$ cat src/rtl/core/double_hash_table_engine_unit_macros.svh
// assertion macros shared by the hash table engine rtl
// expects i_clk and i_rst_n in the scope of use
`ifndef DOUBLE_HASH_TABLE_ENGINE_UNIT_MACROS_SVH
`define DOUBLE_HASH_TABLE_ENGINE_UNIT_MACROS_SVH

// property checked on the rising clock, muted while reset is active
`define DHTE_ASSERT(label, prop, msg) \
    label: assert property (@(posedge i_clk) disable iff (!i_rst_n) prop) \
        else $error(msg);

// condition that must hold in the cycle after a trigger
`define DHTE_ASSERT_NEXT(label, pre, post, msg) \
    `DHTE_ASSERT(label, (pre) |=> (post), msg)

`endif

$ cat src/rtl/core/dhte_pkg.sv
// types and constants of the double hashing table engine
// no dependencies
`timescale 1ns / 1ps
`default_nettype none

package dhte_pkg;

    localparam int KEY_W      = 32;
    localparam int DATA_W     = 32;
    localparam int STATUS_W   = 3;
    localparam int SLOT_W     = 10;
    localparam int LOG_SIZE_W = 4;

    localparam logic [LOG_SIZE_W-1:0] LOG_SIZE_RESET = 4'd10;
    localparam logic [KEY_W-1:0]      HASH_MULT      = 32'h58d2d93f;
    localparam logic [KEY_W-1:0]      EMPTY_KEY      = 32'hffffffff;
    localparam int                    START_LSB      = 32;
    localparam int                    STEP_LSB       = 16;

    localparam logic CMD_LOOKUP = 1'b0;
    localparam logic CMD_INSERT = 1'b1;

    typedef enum logic [STATUS_W-1:0] {
        STAT_FOUND     = 3'd0,
        STAT_NOT_FOUND = 3'd1,
        STAT_INSERTED  = 3'd2,
        STAT_DUPLICATE = 3'd3,
        STAT_FULL      = 3'd4
    } t_status;

    // controller to datapath
    typedef struct packed {
        logic clear;
        logic load;
        logic hash;
        logic start;
        logic advance;
        logic fin_rsv;
        logic fin_probe;
    } t_dp_cmd;

    // datapath to controller
    typedef struct packed {
        logic clear_last;
        logic reserved;
        logic stop;
        logic wrap;
    } t_dp_sts;

endpackage

`default_nettype wire

$ cat src/rtl/core/dhte_ctrl.sv
// controller: clearing sweep, request sequencing and response valid
// depends on dhte_pkg and the assertion macros
`timescale 1ns / 1ps
`default_nettype none
`include "double_hash_table_engine_unit_macros.svh"

module dhte_ctrl
    import dhte_pkg::*;
(
    input  wire     i_clk,
    input  wire     i_rst_n,
    input  wire     i_req_valid,
    output logic    o_req_ready,
    input  wire     i_rsp_ready,
    output logic    o_rsp_valid,
    output t_dp_cmd o_cmd,
    input  t_dp_sts i_sts
);

    typedef enum logic [2:0] {
        S_CLEAR,
        S_IDLE,
        S_HASH,
        S_START,
        S_PROBE
    } t_state;

    t_state r_state;
    t_state n_state;
    logic   r_out_valid;
    logic   out_free;
    logic   req_fire;
    logic   finish;

    assign o_req_ready = (r_state == S_IDLE);
    assign req_fire    = i_req_valid && o_req_ready;
    assign out_free    = !r_out_valid || i_rsp_ready;
    assign finish      = o_cmd.fin_rsv || o_cmd.fin_probe;

    always_comb begin
        o_cmd   = '0;
        n_state = r_state;
        unique case (r_state)
            S_CLEAR: begin
                o_cmd.clear = 1'b1;
                if (i_sts.clear_last) begin
                    n_state = S_IDLE;
                end
            end
            S_IDLE: begin
                if (req_fire) begin
                    o_cmd.load = 1'b1;
                    n_state    = S_HASH;
                end
            end
            S_HASH: begin
                o_cmd.hash = 1'b1;
                n_state    = S_START;
            end
            S_START: begin
                o_cmd.start = 1'b1;
                if (!i_sts.reserved) begin
                    n_state = S_PROBE;
                end else if (out_free) begin
                    o_cmd.fin_rsv = 1'b1;
                    n_state       = S_IDLE;
                end
            end
            S_PROBE: begin
                if (!i_sts.stop && !i_sts.wrap) begin
                    o_cmd.advance = 1'b1;
                end else if (out_free) begin
                    o_cmd.fin_probe = 1'b1;
                    n_state         = S_IDLE;
                end
            end
            default: begin
                n_state = S_IDLE;
            end
        endcase
    end

    always_ff @(posedge i_clk) begin
        if (!i_rst_n) begin
            r_state     <= S_CLEAR;
            r_out_valid <= 1'b0;
        end else begin
            r_state <= n_state;
            if (finish) begin
                r_out_valid <= 1'b1;
            end else if (i_rsp_ready) begin
                r_out_valid <= 1'b0;
            end
        end
    end

    assign o_rsp_valid = r_out_valid;

    `DHTE_ASSERT(a_finish_needs_room, finish |-> out_free, "result finished into a full output")
    `DHTE_ASSERT(a_one_action, $onehot0({o_cmd.clear, o_cmd.advance, o_cmd.fin_rsv, o_cmd.fin_probe}), "conflicting datapath commands")
    `DHTE_ASSERT_NEXT(a_accept_hashes, req_fire, r_state == S_HASH, "accepted request not hashed")
    `DHTE_ASSERT_NEXT(a_finish_shows, finish, r_out_valid, "finished result not presented")

endmodule

`default_nettype wire

$ cat config.mk
export PLATFORM = sky130hd
export DESIGN_NAME = dhte_ctrl
export DESIGN_NICKNAME = d
export VERILOG_FILES = /design/src/rtl/core/dhte_pkg.sv /design/src/rtl/core/dhte_ctrl.sv
export VERILOG_INCLUDE_DIRS = /design/src /design/src/rtl/core
export SDC_FILE = /design/constraint.sdc
export NUM_CORES = 1
export LEC_CHECK = 0
export BUFFER_PORTS_ARGS = -buffer_cell sky130_fd_sc_hd__buf_2
export CAP_MARGIN = 15
export CORE_AREA = 2 2 39 41
export CTS_BUF_LIST = sky130_fd_sc_hd__clkbuf_8 sky130_fd_sc_hd__clkbuf_16
export DETAILED_ROUTE_END_ITERATION = 10
export DIE_AREA = 0 0 41 43
export PLACE_DENSITY = 0.44
export SLEW_MARGIN = 20
export SYNTH_ARGS = -nofsm -noshare
export SYNTH_HDL_FRONTEND = slang
export SYNTH_SLANG_ARGS = --single-unit
$ cat constraint.sdc
create_clock -name i_clk -period 2.6 [get_ports i_clk]
set_input_delay 0.13 -clock i_clk [delete_from_list [all_inputs] [get_ports i_clk]]
set_output_delay 0.13 -clock i_clk [all_outputs]
set_load 0.05 [all_outputs]
**Word level (Yosys, flattened, before mapping)**

Index checks and enable logic that the tools add are counted.

- Input bits: 8
- Output and inout port bits: 9
- Logic and storage cells: 39
- Register bits after elaboration: 4

- Reductions and logical operators: 10
- Equal/unequal tests: 7
- Multiplexer cells: 20

Operator list:

| operator | count |
|---|---|
| $mux 3 | 5 |
| $pmux 3 s5 | 1 |
| $mux 1 | 14 |
| $eq 3x2->1 const B | 2 |
| $ne 2x2->1 const B | 2 |
| $eq 3x1->1 const B | 1 |
| $eq 3x3->1 const B | 1 |
| $logic_not 1->1 | 3 |
| $logic_not 3->1 | 1 |
| $reduce_and 3->1 | 1 |
| $logic_and 1x1->1 | 2 |
| $logic_or 1x1->1 | 2 |
| $ne 2x1->1 const B | 1 |
| $reduce_bool 2->1 | 1 |

**Depth between registers and ports, before layout**

- Depth in word-level cells: 7
- Mapped depth: 4
- Mapped depth without buffers: 4

**Worst setup path after synthesis**

No wires, ideal clock.

- Path type: reg-to-output
- Start point: register r_state[0]
- End point: output o_cmd[5] (netlist bit)
- Required time: 2.470 ns
- Buffers on the path: 0
- Stages on the path, launching flop included: 3
- Slack: 0.255 ns
- Arrival time: 2.215 ns
- Cell sequence: dfxtp_1 > nor3b_1 > and2_1

RTL lines:

| what | RTL line | RTL |
|---|---|---|
| start, declared | dhte_ctrl.sv:28 | `t_state r_state;` |
| start signal, assigned | dhte_ctrl.sv:88 | `r_state <= n_state;` |
| end, declared | dhte_ctrl.sv:16 | `output t_dp_cmd o_cmd,` |

==> results.cfg <==
[clock_tree]
hold_buffers = 0
root_buffer = clkbuf_8
postCtsSetupRepairBufs = 0
cts-resized-gates = 0
clock_sinks = 4
cts_max_level = 1
cts_buffer_depth = 2
cts-buffers-inserted = 3
clk_pin_slew_ps = 30
cts_tree = yes
clock_latency_ps = 210

[sta]
min_period_ps = 1640
max_clock_freq_ghz = 0.608
drv_slew = 0
rsz0062_at_grt = false
holdWs_ps = 152
worst_slew_pin_slew_ps = 380
setup_ws_ps = 956
tns_ps = 0
slew_headroom = 0.747
period_share = 0.632
finalHoldViolCount = 0
clock_skew_ps = 0.883
finalSetupViolCount = 0

[floorplanning]
ioPinCount = 17
die_area_um2 = 1760
die_h_um = 43
row_count = 14
core_um2 = 1380
start_util = 0.200
die_width_um = 41

[cells_and_area]
layout_common_cells = buf_2 (16), inv_1 (4), dfxtp_1 (4)
instances_no_fill = 68
n_antenna_cell = 0
final_net_count = 62
area_growth_pct = 51.1
regArea_um2 = 80.1
drive_gt1_frac = 0.481
fillers = 160
final_cell_area_um2 = 418
final_util = 0.302
multi_input_area_um2 = 181
layout_commonest_cell = buf_2

[power]
p_clk_frac = 0.496
p_int_uw = 182
switchingPower_uw = 77.6
leakagePower_nw = 0.203
share_comb_of_total_power = 0.231
ir_drop_mv = 0.211
p_total_uw = 260
switching_share = 0.299
p_seq_frac = 0.273
power.density_nw_per_um2 = 622

[place]
hpwl_um = 540
port-buffer-count = 16
pre_cts_ws_ps = 1170
place_inst = 65
gp_congestion = 0.714
placed_area_um2 = 377

[global_route]
overflow = 0
grt_pass1_wl_mm = 1.10
antenna_found_initial = 0
grt_pass1_vias = 294
grt_max_degree = 9
grt_usage = 0.0995

[drt]
vias_per_cell = 4.38
dr.pass1.iters = 4
dr.max_layer_used = met3
wl_met2_um = 285
ant_nets = 0
vias = 298
initialDrtViolationCount = 9
drt-total-wl_um = 659
wire_per_inst_um = 9.69
drc = 0
dr_wl_met3_um = 52
wl_met1_um = 321

[worst_setup_path]
worstReg2RegEnd = r_state[0]
arrival_ps = 1510
worstSetupPathType = flip-flop to output pin
cp.required_ps = 2470
cp_common_cell = nor3b_2
cp-startpoint = r_state[2]
worst_path_max_delay_cell = dfxtp_1
cp-end-kind = output pin
rr_startpoint = r_state[2]
reg2reg_slack_ps = 1240
reg2regPathDepth = 4
slowest_delay_ps = 390
cp_cell_sequence = nor3b_2 -> nor3b_2 -> buf_2
worst_setup_path_start_kind = flip-flop
path_max_fanout = 6

[flow_run]
cap_violations = 0

[logic_synthesis]
avgSynthCellArea_um2 = 8.38
syn_nets = 41
syn_area_um2 = 277
synth_seq_cells = 4
synth_seq_area_share = 0.290
synth_cells = 33
ys_warn_count = 0
synth_cell_types = 20

[worst_hold_path]
hp-class = primary input to flip-flop
hold_depth = 2
hold_end = r_state[2]
worstHoldStart = i_rst_n

[status]
outcome = complete, no violations
## power groups by stage
stage / clock, mW / combinational [mW] / sequential, mW
2_1_floorplan: 0 / 0.0429 / 0.0715
3_3_place_gp: 0 / 0.0608 / 0.0719
3_5_place_dp: 0 / 0.0599 / 0.0718
4_1_cts: 0.133 / 0.0602 / 0.0710
5_1_grt: 0.136 / 0.0645 / 0.0718
6_report: 0.129 / 0.0601 / 0.0710
## synth_stat cells (all sizes together)
master	number	area share
and2	1	0.023
o21ai	1	0.032
a22oi	1	0.027
nand2	3	0.041
o21a	1	0.027
a21o	1	0.032
dfxtp	4	0.29
o211ai	1	0.027
a2111oi	1	0.054
nand2b	1	0.023
nor3	2	0.036
nor2b	1	0.023
nor2	2	0.027
nor3b	4	0.14
a31oi	1	0.023
a21oi	2	0.036
a222oi	1	0.036
and3b	1	0.045
inv	4	0.054
## critical path: cells and delay by family (launching register included)
| kind | cells | cell delay (ps) |
|---|---|---|
| AND/OR/NAND/NOR | 2 | 600 |
| flip-flops | 1 | 390 |
| buffers and inverters | 1 | 310 |
## final cells by class
type                       instances  share of cell area
tap                               16              0.0479
timing repair buffer              16               0.192
multi-input combinational         25               0.434
inverter                           4              0.0359
clock buffer                       3              0.0988
sequential                         4               0.192
## routing by layer
| layer | global-route usage | vias up |
|---|---|---|
| met1 | 0.116 | 128 |
| met4 | 0.100 | 0 |
| met5 | 0 | - |
| met3 | 0.0471 | 0 |
| met2 | 0.122 | 12 |
| li1 | - | 158 |
## cells by family after synthesis
| group | Yosys count | synth area share |
|---|---|---|
| compound gates | 10 | 0.294 |
| buf+inv | 4 | 0.0543 |
| flops | 4 | 0.290 |
| simple gates | 15 | 0.362 |
## flip-flops by register name, indices dropped and copies added, names as in the netlist
name	flops
o_rsp_valid	1
r_state	3
## how the worst max path moves through the flow
stage          endpoint  slack [ps]
6_report       o_cmd[2]         960
5_1_grt        o_cmd[2]         830
4_1_cts        o_cmd[2]         950
3_5_place_dp   o_cmd[2]        1170
3_3_place_gp   o_cmd[2]        1200
2_1_floorplan  o_cmd[5]         260
No activity file was read; power rests on OpenSTA's default activity.
